## src/design/spa_pkg.sv

```systemverilog
// ----------------------------------------------------------------------------
// spa_pkg: shared types and constants of the scattering phase accumulator
// Holds the sizing constants, the sequencer states and the CORDIC angle table.
// ----------------------------------------------------------------------------
package spa_pkg;

  localparam int MAX_TERMS      = 256;
  localparam int ROTATION_STEPS = 16;
  localparam int ANGLE_TABLE_LEN = 24;
  localparam int ROT_STEPS_EFF  = (ROTATION_STEPS < ANGLE_TABLE_LEN) ?
                                  ROTATION_STEPS : ANGLE_TABLE_LEN;
  localparam int STEP_W         = $clog2(ANGLE_TABLE_LEN);
  localparam int COUNT_W        = $clog2(MAX_TERMS + 1);
  localparam int ROT_W          = 24;
  localparam int SUM_W          = 32;
  localparam int TOTAL_W        = 9;
  localparam int Q15_W          = 16;
  localparam int DOT_W          = 48;
  localparam int SEQ_W          = 3;

  localparam logic signed [ROT_W-1:0] CORDIC_X0 = 24'sd2547003;
  localparam logic signed [Q15_W-1:0] Q15_MAX   = 16'sd32767;

  localparam logic [SEQ_W-1:0] SEQ_MUL_X  = 3'd0;
  localparam logic [SEQ_W-1:0] SEQ_MUL_Y  = 3'd1;
  localparam logic [SEQ_W-1:0] SEQ_MUL_Z  = 3'd2;
  localparam logic [SEQ_W-1:0] SEQ_DOT    = 3'd3;
  localparam logic [SEQ_W-1:0] SEQ_MUL_LO = 3'd4;
  localparam logic [SEQ_W-1:0] SEQ_MUL_HI = 3'd5;
  localparam logic [SEQ_W-1:0] SEQ_PHASE  = 3'd6;

  typedef enum logic [1:0] {
    S_IDLE,
    S_MUL,
    S_ROT,
    S_ADD
  } spa_state_t;

  function automatic logic signed [ROT_W-1:0] angle_turns(input logic [STEP_W-1:0] i);
    logic signed [ROT_W-1:0] a;
    case (i)
      5'd0:    a = 24'sd2097152;
      5'd1:    a = 24'sd1238021;
      5'd2:    a = 24'sd654136;
      5'd3:    a = 24'sd332050;
      5'd4:    a = 24'sd166669;
      5'd5:    a = 24'sd83416;
      5'd6:    a = 24'sd41718;
      5'd7:    a = 24'sd20860;
      5'd8:    a = 24'sd10430;
      5'd9:    a = 24'sd5215;
      5'd10:   a = 24'sd2608;
      5'd11:   a = 24'sd1304;
      5'd12:   a = 24'sd652;
      5'd13:   a = 24'sd326;
      5'd14:   a = 24'sd163;
      5'd15:   a = 24'sd81;
      5'd16:   a = 24'sd41;
      5'd17:   a = 24'sd20;
      5'd18:   a = 24'sd10;
      5'd19:   a = 24'sd5;
      5'd20:   a = 24'sd3;
      5'd21:   a = 24'sd1;
      5'd22:   a = 24'sd1;
      default: a = 24'sd0;
    endcase
    return a;
  endfunction

endpackage

```

## src/design/spa_term_if.sv

```systemverilog
// ----------------------------------------------------------------------------
// spa_term_if: input request channel
// Carries one displacement and wave-vector triple with its run marker.
// ----------------------------------------------------------------------------
interface spa_term_if;
  logic               valid;
  logic               ready;
  logic signed [31:0] disp_x;
  logic signed [31:0] disp_y;
  logic signed [31:0] disp_z;
  logic signed [10:0] wave_x;
  logic signed [10:0] wave_y;
  logic signed [10:0] wave_z;
  logic               last_term;

  modport source (output valid, disp_x, disp_y, disp_z, wave_x, wave_y, wave_z,
                  last_term, input ready);
  modport sink (input valid, disp_x, disp_y, disp_z, wave_x, wave_y, wave_z,
                last_term, output ready);
endinterface

```

## src/design/spa_result_if.sv

```systemverilog
// ----------------------------------------------------------------------------
// spa_result_if: result request channel
// Carries the cosine and sine sums and the term count of one run.
// ----------------------------------------------------------------------------
interface spa_result_if;
  logic               valid;
  logic               ready;
  logic signed [31:0] cos_total;
  logic signed [31:0] sin_total;
  logic        [8:0]  term_total;

  modport source (output valid, cos_total, sin_total, term_total, input ready);
  modport sink (input valid, cos_total, sin_total, term_total, output ready);
endinterface

```

## src/design/scattering_phase_accumulator.sv

```systemverilog
// ----------------------------------------------------------------------------
// scattering_phase_accumulator: self intermediate scattering sum
// Phase from displacement and wave vector, CORDIC cosine and sine, run sums.
// ----------------------------------------------------------------------------
// Usage:
//   term   - input requests: displacement (Q16.16), wave-vector triple and
//            last_term. Accepted when valid and ready are high; ready is high
//            only while the block is idle.
//   result - one request per run, on the term marked last_term: saturated
//            cosine and sine sums (Q1.15 units) and the term count.
//   wr_en / wr_data - write inv_box_length (Q0.32) while idle; reset 2^24.
// Flow: one shared 33x25 multiplier runs the three dot-product terms and the
//   two scaling partial products, the rotator then runs ROTATION_STEPS steps
//   (16), and the add cycle adds into the sums; a new term is accepted only
//   once the block is back in idle. Terms beyond MAX_TERMS skip to the add
//   cycle and are not counted.
// Reset clears the sums, the count, the result valid flag and the sequencer.
// A stalled receiver holds the result in its output register; the next run
//   proceeds and waits in the add cycle of its last term until the register
//   is free.
// ----------------------------------------------------------------------------
module scattering_phase_accumulator
  import spa_pkg::*;
(
  input  logic        clk,
  input  logic        rst,
  spa_term_if.sink    term,
  spa_result_if.source result,
  input  logic        wr_en,
  input  logic [31:0] wr_data
);

  spa_state_t state, state_next;

  logic [31:0]              inv_box_length;
  logic signed [31:0]       disp_x, disp_y, disp_z;
  logic signed [10:0]       wave_x, wave_y, wave_z;
  logic                     last;
  logic                     active;
  logic [SEQ_W-1:0]         seq;
  logic [STEP_W-1:0]        step;
  logic signed [DOT_W-1:0]  dot;
  logic [23:0]              phase_lo;
  logic signed [57:0]       prod;
  logic signed [ROT_W-1:0]  rx, ry, rz;
  logic [1:0]               quad;
  logic signed [SUM_W-1:0]  cos_sum, sin_sum;
  logic [COUNT_W-1:0]       term_count;

  logic                     accept;
  logic                     slot_free;
  logic                     mul_done;
  logic                     rot_done;
  logic                     emit;
  logic signed [32:0]       mul_a;
  logic signed [24:0]       mul_b;
  logic [23:0]              phase;
  logic signed [Q15_W-1:0]  cq, sq, c_term, s_term;
  logic signed [SUM_W-1:0]  cos_new, sin_new;

  function automatic logic signed [Q15_W-1:0] to_q15(input logic signed [ROT_W-1:0] v);
    logic signed [ROT_W:0]   r;
    logic signed [Q15_W-1:0] q;
    r = ($signed({v[ROT_W-1], v}) + 25'sd64) >>> 7;
    if (r > 25'(Q15_MAX)) begin
      q = Q15_MAX;
    end else if (r < -25'(Q15_MAX)) begin
      q = -Q15_MAX;
    end else begin
      q = r[Q15_W-1:0];
    end
    return q;
  endfunction

  function automatic logic signed [SUM_W-1:0] sat_add(input logic signed [SUM_W-1:0] a,
                                                      input logic signed [Q15_W-1:0] b);
    logic signed [SUM_W:0]   s;
    logic signed [SUM_W-1:0] r;
    s = {a[SUM_W-1], a} + {{(SUM_W-Q15_W+1){b[Q15_W-1]}}, b};
    if (s[SUM_W] != s[SUM_W-1]) begin
      r = s[SUM_W] ? {1'b1, {(SUM_W-1){1'b0}}} : {1'b0, {(SUM_W-1){1'b1}}};
    end else begin
      r = s[SUM_W-1:0];
    end
    return r;
  endfunction

  assign slot_free = !result.valid || result.ready;
  assign mul_done  = (seq == SEQ_PHASE);
  assign rot_done  = (step == STEP_W'(ROT_STEPS_EFF - 1));

  // next state
  always_comb begin
    state_next = state;
    case (state)
      S_IDLE: begin
        if (term.valid) begin
          state_next = (term_count < COUNT_W'(MAX_TERMS)) ? S_MUL : S_ADD;
        end
      end
      S_MUL: begin
        if (mul_done) begin
          state_next = S_ROT;
        end
      end
      S_ROT: begin
        if (rot_done) begin
          state_next = S_ADD;
        end
      end
      S_ADD: begin
        if (!last || slot_free) begin
          state_next = S_IDLE;
        end
      end
      default: state_next = S_IDLE;
    endcase
  end

  // control outputs
  always_comb begin
    term.ready = (state == S_IDLE);
    accept     = term.valid && term.ready;
    emit       = (state == S_ADD) && last && slot_free;
    mul_a      = '0;
    mul_b      = '0;
    case (seq)
      SEQ_MUL_X: begin
        mul_a = {disp_x[31], disp_x};
        mul_b = {{14{wave_x[10]}}, wave_x};
      end
      SEQ_MUL_Y: begin
        mul_a = {disp_y[31], disp_y};
        mul_b = {{14{wave_y[10]}}, wave_y};
      end
      SEQ_MUL_Z: begin
        mul_a = {disp_z[31], disp_z};
        mul_b = {{14{wave_z[10]}}, wave_z};
      end
      SEQ_MUL_LO: begin
        mul_a = {1'b0, inv_box_length};
        mul_b = {1'b0, dot[23:0]};
      end
      SEQ_MUL_HI: begin
        mul_a = {1'b0, inv_box_length};
        mul_b = {1'b0, dot[47:24]};
      end
      default: begin
        mul_a = '0;
        mul_b = '0;
      end
    endcase
  end

  assign phase  = phase_lo + prod[23:0];
  assign cq     = to_q15(rx);
  assign sq     = to_q15(ry);

  always_comb begin
    case (quad)
      2'd0:    begin c_term = cq;  s_term = sq;  end
      2'd1:    begin c_term = -sq; s_term = cq;  end
      2'd2:    begin c_term = -cq; s_term = -sq; end
      default: begin c_term = sq;  s_term = -cq; end
    endcase
  end

  assign cos_new = active ? sat_add(cos_sum, c_term) : cos_sum;
  assign sin_new = active ? sat_add(sin_sum, s_term) : sin_sum;

  always_ff @(posedge clk) begin
    if (rst) begin
      state <= S_IDLE;
    end else begin
      state <= state_next;
    end
  end

  always_ff @(posedge clk) begin
    if (rst) begin
      inv_box_length <= 32'd16777216;
    end else if (wr_en) begin
      inv_box_length <= wr_data;
    end
  end

  // hold the request
  always_ff @(posedge clk) begin
    if (accept) begin
      disp_x <= term.disp_x;
      disp_y <= term.disp_y;
      disp_z <= term.disp_z;
      wave_x <= term.wave_x;
      wave_y <= term.wave_y;
      wave_z <= term.wave_z;
      last   <= term.last_term;
    end
  end

  // shared multiplier and phase sequencer
  always_ff @(posedge clk) begin
    if (rst) begin
      seq    <= SEQ_MUL_X;
      active <= 1'b0;
    end else if (accept) begin
      seq    <= SEQ_MUL_X;
      active <= (term_count < COUNT_W'(MAX_TERMS));
    end else if (state == S_MUL && !mul_done) begin
      seq <= seq + SEQ_W'(1);
    end
  end

  always_ff @(posedge clk) begin
    prod <= mul_a * mul_b;
    if (accept) begin
      dot <= '0;
    end else if (state == S_MUL) begin
      if (seq == SEQ_MUL_Y || seq == SEQ_MUL_Z || seq == SEQ_DOT) begin
        dot <= dot + prod[DOT_W-1:0];
      end
      if (seq == SEQ_MUL_HI) begin
        phase_lo <= prod[47:24];
      end
    end
  end

  // rotator
  always_ff @(posedge clk) begin
    if (state == S_MUL && mul_done) begin
      rx   <= CORDIC_X0;
      ry   <= '0;
      rz   <= {2'b00, phase[21:0]};
      quad <= phase[23:22];
      step <= '0;
    end else if (state == S_ROT) begin
      if (!rz[ROT_W-1]) begin
        rx <= rx - (ry >>> step);
        ry <= ry + (rx >>> step);
        rz <= rz - angle_turns(step);
      end else begin
        rx <= rx + (ry >>> step);
        ry <= ry - (rx >>> step);
        rz <= rz + angle_turns(step);
      end
      if (!rot_done) begin
        step <= step + STEP_W'(1);
      end
    end
  end

  // sums and result register
  always_ff @(posedge clk) begin
    if (rst) begin
      cos_sum    <= '0;
      sin_sum    <= '0;
      term_count <= '0;
    end else if (emit) begin
      cos_sum    <= '0;
      sin_sum    <= '0;
      term_count <= '0;
    end else if (state == S_ADD && !last) begin
      cos_sum    <= cos_new;
      sin_sum    <= sin_new;
      term_count <= term_count + COUNT_W'(active);
    end
  end

  always_ff @(posedge clk) begin
    if (rst) begin
      result.valid <= 1'b0;
    end else if (emit) begin
      result.valid <= 1'b1;
    end else if (result.ready) begin
      result.valid <= 1'b0;
    end
  end

  always_ff @(posedge clk) begin
    if (emit) begin
      result.cos_total  <= cos_new;
      result.sin_total  <= sin_new;
      result.term_total <= TOTAL_W'(term_count + COUNT_W'(active));
    end
  end

`ifndef SYNTH
  a_count_bound: assert property (@(posedge clk) disable iff (rst)
    term_count <= COUNT_W'(MAX_TERMS))
    else $error("term count beyond limit");

  a_accept_path: assert property (@(posedge clk) disable iff (rst)
    accept |=> (state == S_MUL || state == S_ADD))
    else $error("accepted request did not start work");

  a_result_source: assert property (@(posedge clk) disable iff (rst)
    (result.valid && !$past(result.valid)) |-> $past(emit))
    else $error("result raised without an emitting add cycle");

  a_clear_after_emit: assert property (@(posedge clk) disable iff (rst)
    emit |=> (term_count == '0 && cos_sum == '0 && sin_sum == '0))
    else $error("sums not cleared after result");

  a_step_bound: assert property (@(posedge clk) disable iff (rst)
    (state == S_ROT) |-> (step < STEP_W'(ROT_STEPS_EFF)))
    else $error("rotator step out of range");
`endif

endmodule
```

## src/flat_wrapper.sv

```systemverilog
// flat-port wrapper written by rule: the top's interface ports become plain ports
module scattering_phase_accumulator_flat import spa_pkg::*;
  (clk, rst, wr_en, wr_data, term_valid, term_disp_x, term_disp_y, term_disp_z, term_wave_x, term_wave_y, term_wave_z, term_last_term, term_ready, result_valid, result_cos_total, result_sin_total, result_term_total, result_ready);
  spa_term_if term_i ();
  spa_result_if result_i ();
  input  logic clk;
  input  logic rst;
  input  logic wr_en;
  input  logic [31:0] wr_data;
  input wire logic [$bits(term_i.valid)-1:0] term_valid;
  input wire logic [$bits(term_i.disp_x)-1:0] term_disp_x;
  input wire logic [$bits(term_i.disp_y)-1:0] term_disp_y;
  input wire logic [$bits(term_i.disp_z)-1:0] term_disp_z;
  input wire logic [$bits(term_i.wave_x)-1:0] term_wave_x;
  input wire logic [$bits(term_i.wave_y)-1:0] term_wave_y;
  input wire logic [$bits(term_i.wave_z)-1:0] term_wave_z;
  input wire logic [$bits(term_i.last_term)-1:0] term_last_term;
  output wire logic [$bits(term_i.ready)-1:0] term_ready;
  output wire logic [$bits(result_i.valid)-1:0] result_valid;
  output wire logic [$bits(result_i.cos_total)-1:0] result_cos_total;
  output wire logic [$bits(result_i.sin_total)-1:0] result_sin_total;
  output wire logic [$bits(result_i.term_total)-1:0] result_term_total;
  input wire logic [$bits(result_i.ready)-1:0] result_ready;
  assign term_i.valid = term_valid;
  assign term_i.disp_x = term_disp_x;
  assign term_i.disp_y = term_disp_y;
  assign term_i.disp_z = term_disp_z;
  assign term_i.wave_x = term_wave_x;
  assign term_i.wave_y = term_wave_y;
  assign term_i.wave_z = term_wave_z;
  assign term_i.last_term = term_last_term;
  assign term_ready = term_i.ready;
  assign result_valid = result_i.valid;
  assign result_cos_total = result_i.cos_total;
  assign result_sin_total = result_i.sin_total;
  assign result_term_total = result_i.term_total;
  assign result_i.ready = result_ready;
  scattering_phase_accumulator u_core (.clk(clk), .rst(rst), .term(term_i), .result(result_i), .wr_en(wr_en), .wr_data(wr_data));
endmodule
```

## config.mk

```make
export PLATFORM = sky130hd
export DESIGN_NAME = scattering_phase_accumulator_flat
export DESIGN_NICKNAME = d
export VERILOG_FILES = /design/src/design/spa_pkg.sv /design/src/design/spa_term_if.sv /design/src/design/spa_result_if.sv /design/src/design/scattering_phase_accumulator.sv /design/src/flat_wrapper.sv
export SDC_FILE = /design/constraint.sdc
export NUM_CORES = 2
export LEC_CHECK = 0
export ABC_AREA = 1
export BUFFER_PORTS_ARGS = -buffer_cell sky130_fd_sc_hd__buf_2
export CAP_MARGIN = 20
export CORE_MARGIN = 3
export CORE_UTILIZATION = 55
export CTS_CLUSTER_SIZE = 30
export DETAILED_ROUTE_END_ITERATION = 6
export GPL_ROUTABILITY_DRIVEN = 1
export PLACE_DENSITY = 0.72
export REMOVE_ABC_BUFFERS = 1
export SETUP_SLACK_MARGIN = 0.5
export SLEW_MARGIN = 20
export SYNTH_ARGS = -nofsm -noshare
export SYNTH_HDL_FRONTEND = slang
export SYNTH_SLANG_ARGS = --single-unit
```

## constraint.sdc

```tcl
create_clock -name clk -period 9.9 [get_ports clk]
set_input_delay 0.495 -clock clk [delete_from_list [all_inputs] [get_ports clk]]
set_output_delay 0.495 -clock clk [all_outputs]
set_load 0.01 [all_outputs]
```

# == After elaboration in Yosys (flattened, before gate mapping) ==
# Memory sizes are Yosys's and may differ from the RTL's. A register that Yosys moved wholly into a read port is not among the register bits.
# Cells that the tools add are included.
# classes
reduce_logical,25
n_eq_ne,18
div_mod_pow,0
n_addsub,17
mul,1
n_lt_le_gt_ge,5
bitwise_logic,2
n_mux,37
n_shift,2
# op_table
operator,count
$mux 24,9
$mux 32,6
$pmux 33 s4,1
$pmux 25 s5,1
$add 24x24->24,4
$pmux 16 s3,2
$sub 24x24->24,3
$add 32x16->33,2
$mux 16,4
$add 24x8->25 const B,2
$add 48x48->48,1
$mul 33x25->48,1
$sshr 24x5->24,2
$mux 22,2
$gt 18x16->1 const B,2
$lt 18x16->1 const B,2
$neg 16->16,2
$mux 5,4
$mux 2,5
$add 9x1->9,1
$eq 3x3->1 const B,3
$lt 9x9->1 const B,1
$pmux 2 s4,1
$eq 2x2->1 const B,3
other kinds (21),43
# totals
word_cells,136
reg_bits,514
rom_bits,1408
memories,2
latch_bits,0
ram_bits,0
# mem_list
memory,words,word_bits,read_ports,rd_clocked_by_memory_dff,wr,line_no,text
(no name shown),32,22,1,1,0,spa_pkg.sv:41,case (i)
(no name shown),32,22,1,1,0,spa_pkg.sv:41,

# == Logic depth before layout (Yosys ltp) ==
# depth
ltp_word,10
depth_mapped,41
mapped_depth_nobuf,39

# == Worst setup path before layout ==
# OpenSTA, ideal clock, no wires.
# synth_path
path_type,register -> register
from,register u_core.seq[0]
to,register u_core.prod[46]
arrival_time_ns,7.581
required_time_ns,9.828
slack_ns,2.248
stages_incl_launch_ff,35
path_cell_list,dfxtp_1 -> inv_1 -> ha_1 -> nand2_1 -> inv_1 -> buf_4 -> clkbuf_1 -> a221oi_1 -> and2_1 -> clkbuf_1 -> buf_1 -> nor2_1 -> fa_1 -> fa_1 -> fa_1 -> inv_1 -> fa_1 -> inv_1 -> fa_1 -> fa_1 -> inv_1 -> fa_1 -> inv_1 -> ha_1 -> nand2_1 -> nor2_1 -> nand2_1 -> nor4_1 -> nand3_1 -> nand3_1 -> nand2_1 -> o211ai_1 -> nand2_1 -> nand2_1 -> xor2_1
# synth_via
elab_chain_len,4
word_cells_on_any_way,9
classes_between,1 x mul; 4 x eq/ne; 2 x mux; 2 x reduce/logical
# synth_lines
item,line_no,text
"start, declared",scattering_phase_accumulator.sv:40,logic [SEQ_W-1:0] seq;
"start signal, assigned",scattering_phase_accumulator.sv:209,seq <= seq + SEQ_W'(1);
$eq 3x3->1,scattering_phase_accumulator.sv:127,case (seq)
$reduce_or 2->1 (no line),n/a,
$pmux 33 s4,scattering_phase_accumulator.sv:127,
$mul 33x25->48 *,scattering_phase_accumulator.sv:214,prod <= mul_a * mul_b;
"end signal, assigned",scattering_phase_accumulator.sv:214,
"end, declared",scattering_phase_accumulator.sv:44,logic signed [57:0] prod;
# Mark *: on every way between the ends. The rest lies on a longest branch, timed or not.
# A chain may end at the register's enable or synchronous reset.

# == Worst setup path in the final report ==
# layout_path
from,register u_core.seq[1]
to,register u_core.prod[46]
# The elaborated chain is that of the path after synthesis.

==> results.sh <==
export IMPL_cp_startpoint="u_core.seq[1]"
export IMPL_htreeDepth=3
export IMPL_cts_inserted_buffers=66
export IMPL_gp_congestion=0.996
export IMPL_die_y_um=341
export IMPL_rrSetupSlack_ns=0.96
export IMPL_drtIter0Drc=4588
export IMPL_clkSinkCount=536
export IMPL_critPathKind="reg -> reg"
export IMPL_path_common_cell="fa_1"
export IMPL_drv_cap=0
export IMPL_grt_pass1_wl_um=309000
export IMPL_ys_top_cells_by_area="fa_1 (24%), edfxtp_1 (12%), nand2_1 (9.7%), dfxtp_1 (9.2%), inv_1 (8.9%)"
export IMPL_grt_pass1_vias=54400
export IMPL_path_max_fanout=16
export IMPL_slew_headroom=0.338
export IMPL_grt_start_max_net_pins=101
export IMPL_yosys_warnings=0
export IMPL_antenna_found_initial=1
export IMPL_max_freq_mhz=112
export IMPL_clk_pin_slew_ns=0.06
export IMPL_rsz0062_at_grt="no"
export IMPL_status="finished, final reports clean"
export IMPL_wl_per_cell_um=20.5
export IMPL_drt_total_wl_um=200000
export IMPL_hold_viol=0
export IMPL_fin_crit_ns=8.94
export IMPL_whs_path_depth=1
export IMPL_post_route_period_util=0.903
export IMPL_synthToLayoutAreaGrowth_pct=9.31
export IMPL_gr_total_overflow=0
export IMPL_yosysTopAreaCellShare=0.237
export IMPL_clock_path_buffers=3
export IMPL_layout_drive_gt1_share=0.0781
export IMPL_die_x_um=341
export IMPL_die_area_um2=116000
export IMPL_clockRootBuffer="clkbuf_16"
export IMPL_nNetsFinal=9499
export IMPL_min_from="term_wave_x[1]"
export IMPL_yosys_area_top_type="fa_1"
export IMPL_slowest_stage="clkinvlp_4"
export IMPL_drv_slew=0
export IMPL_worstHoldEndpoint="u_core.wave_x[1]"
export IMPL_ys_seq_area_frac=0.215
export IMPL_initial_utilization=0.556
export IMPL_final_common_cell="nand2_1"
export IMPL_io_pins=242
export IMPL_synth_ff_type="dfxtp_1"
export IMPL_fill_cells=10200
export IMPL_cp_arrival_ns=9.51
export IMPL_vias=54900
export IMPL_syn_inst=8024
export IMPL_rr_worst_depth=32
export IMPL_tightest_slew_ns=0.992
export IMPL_drt_pass1_iterations=6
export IMPL_worstHoldPathType="in -> reg"
export IMPL_ys_seq_elements=536
export IMPL_gr_usage_all_layers=0.342
export IMPL_seqCellArea_um2=13200
export IMPL_synthDistinctLibCells=73
export IMPL_avgSynthCellArea_um2=7.69
export IMPL_tns_ns=0
export IMPL_rows=122
export IMPL_rr_endpoint="u_core.prod[46]"
export IMPL_required_ns=10.47
export IMPL_syn_area_um2=61700
export IMPL_port_buffers=241
export IMPL_core_um2=111000
export IMPL_setup_viol=0
export IMPL_synth_edf_count=251
export IMPL_r2r_start="u_core.seq[1]"
export IMPL_most_common_layout_cells="nand2_1 (1596), inv_1 (1453), nor2_1 (888)"
export IMPL_start_kind="register"
export IMPL_drc=0
export IMPL_synthArstFlopShare=0
export IMPL_worst_path_largest_cell_delay_ns=0.53
export IMPL_postCtsSetupBuffers=0
export IMPL_final_setup_skew_ns=0.0189
export IMPL_end_kind="register"
export IMPL_clock_latency_ns=0.65
export IMPL_multi_input_area_um2=41700
export IMPL_place_hpwl_um=157000
export IMPL_cts_tree="done"
export IMPL_via_per_inst=5.62
export IMPL_diodes=0
export IMPL_ant_nets=0
## through the flow
step                instances  cell area (um2)  hold WS, ns  setup slack [ns]   util
floorplan                7735            60500        0.415              1.40      -
global placement         9589            64600        0.434             0.896  0.582
detailed placement       9589            64600        0.447             0.891  0.582
CTS                      9769            67400     0.000729             0.864  0.607
global route             9770            67400       0.0156             0.466  0.608
finish                   9770            67400       0.0325             0.959  0.608
## sequential cells by signal, indices dropped and copies added (netlist names), 24 cells and up, named ones only
name	flops
u_core.rz	24
u_core.disp_y	32
u_core.ry	24
u_core.sin_sum	32
u_core.result.sin_total	32
u_core.dot	48
u_core.inv_box_length	32
u_core.disp_x	32
u_core.result.cos_total	32
u_core.disp_z	32
u_core.phase_lo	24
u_core.rx	24
u_core.cos_sum	32
u_core.prod	48
## Yosys cell counts (13+ instances only)
cell type	count
a21o_1	20
a21oi_1	434
a221oi_1	31
a22o_1	13
a31oi_1	38
and2_1	14
buf_1	19
buf_2	39
clkbuf_1	215
dfxtp_1	285
edfxtp_1	251
fa_1	729
ha_1	375
inv_1	1460
inv_2	28
mux2i_1	18
nand2_1	1598
nand2_2	27
nand3_1	246
nand4_1	76
nor2_1	897
nor2_2	17
nor3_1	50
nor4_1	14
o211ai_1	61
o21a_1	16
o21ai_0	461
o21ai_1	90
o21bai_1	14
o221ai_1	23
o22ai_1	31
or2_2	22
xnor2_1	89
xor2_1	195
## worst max-delay path: cells and delay by family, from the launching register on
| family | cells | cell delay (ns) |
|---|---|---|
| xor+xnor | 1 | 0.14 |
| buf+inv | 8 | 1.26 |
| compound gates | 2 | 0.60 |
| simple gates | 12 | 2.52 |
| fa+ha+maj | 9 | 3.96 |
| flops | 1 | 0.35 |
## final cells by class
cell class	instances	share of cell area
Clock buffer	89	0.0264
Clock inverter	33	0.00627
Inverter	1497	0.0837
Multi-Input combinational cell	5702	0.619
Sequential cell	536	0.196
Tap cell	1488	0.0276
Timing Repair Buffer	425	0.0408
## what timing repair did
item,CTS,global route
resized for setup,0,11
endpoints found under the hold margin,58,0
setup endpoints to repair,0,6
hold buffers,58,0
## worst max-delay path by stage
stage / to / slack (ns) / depth (start not counted)
CTS: u_core.prod[46] / 0.86 / 36
global placement: u_core.prod[46] / 0.90 / 36
finish: u_core.prod[46] / 0.96 / 32
global route: u_core.prod[46] / 0.47 / 32
floorplan: u_core.prod[45] / 1.40 / 28
detailed placement: u_core.prod[46] / 0.89 / 36
## cell families after synthesis
kind of cell	synth area share
simple gates	0.200
buf+inv	0.111
compound gates	0.119
fa+ha+maj	0.313
flops	0.215
xor+xnor	0.0403
mux	0.00310
## per-layer routing
layer / share of wire / GRT usage / routed length [um] / vias up
met5: 0.000055 / 0 / 11 / -
met4: 0.055 / 0.158 / 10900 / 2
met3: 0.081 / 0.0530 / 16300 / 500
met2: 0.46 / 0.556 / 91000 / 2345
met1: 0.41 / 0.450 / 81800 / 26300
li1: - / - / - / 25700
Power is not shown: default switching activity piles up to over one toggle a cycle in this logic, so the estimate is an artifact.
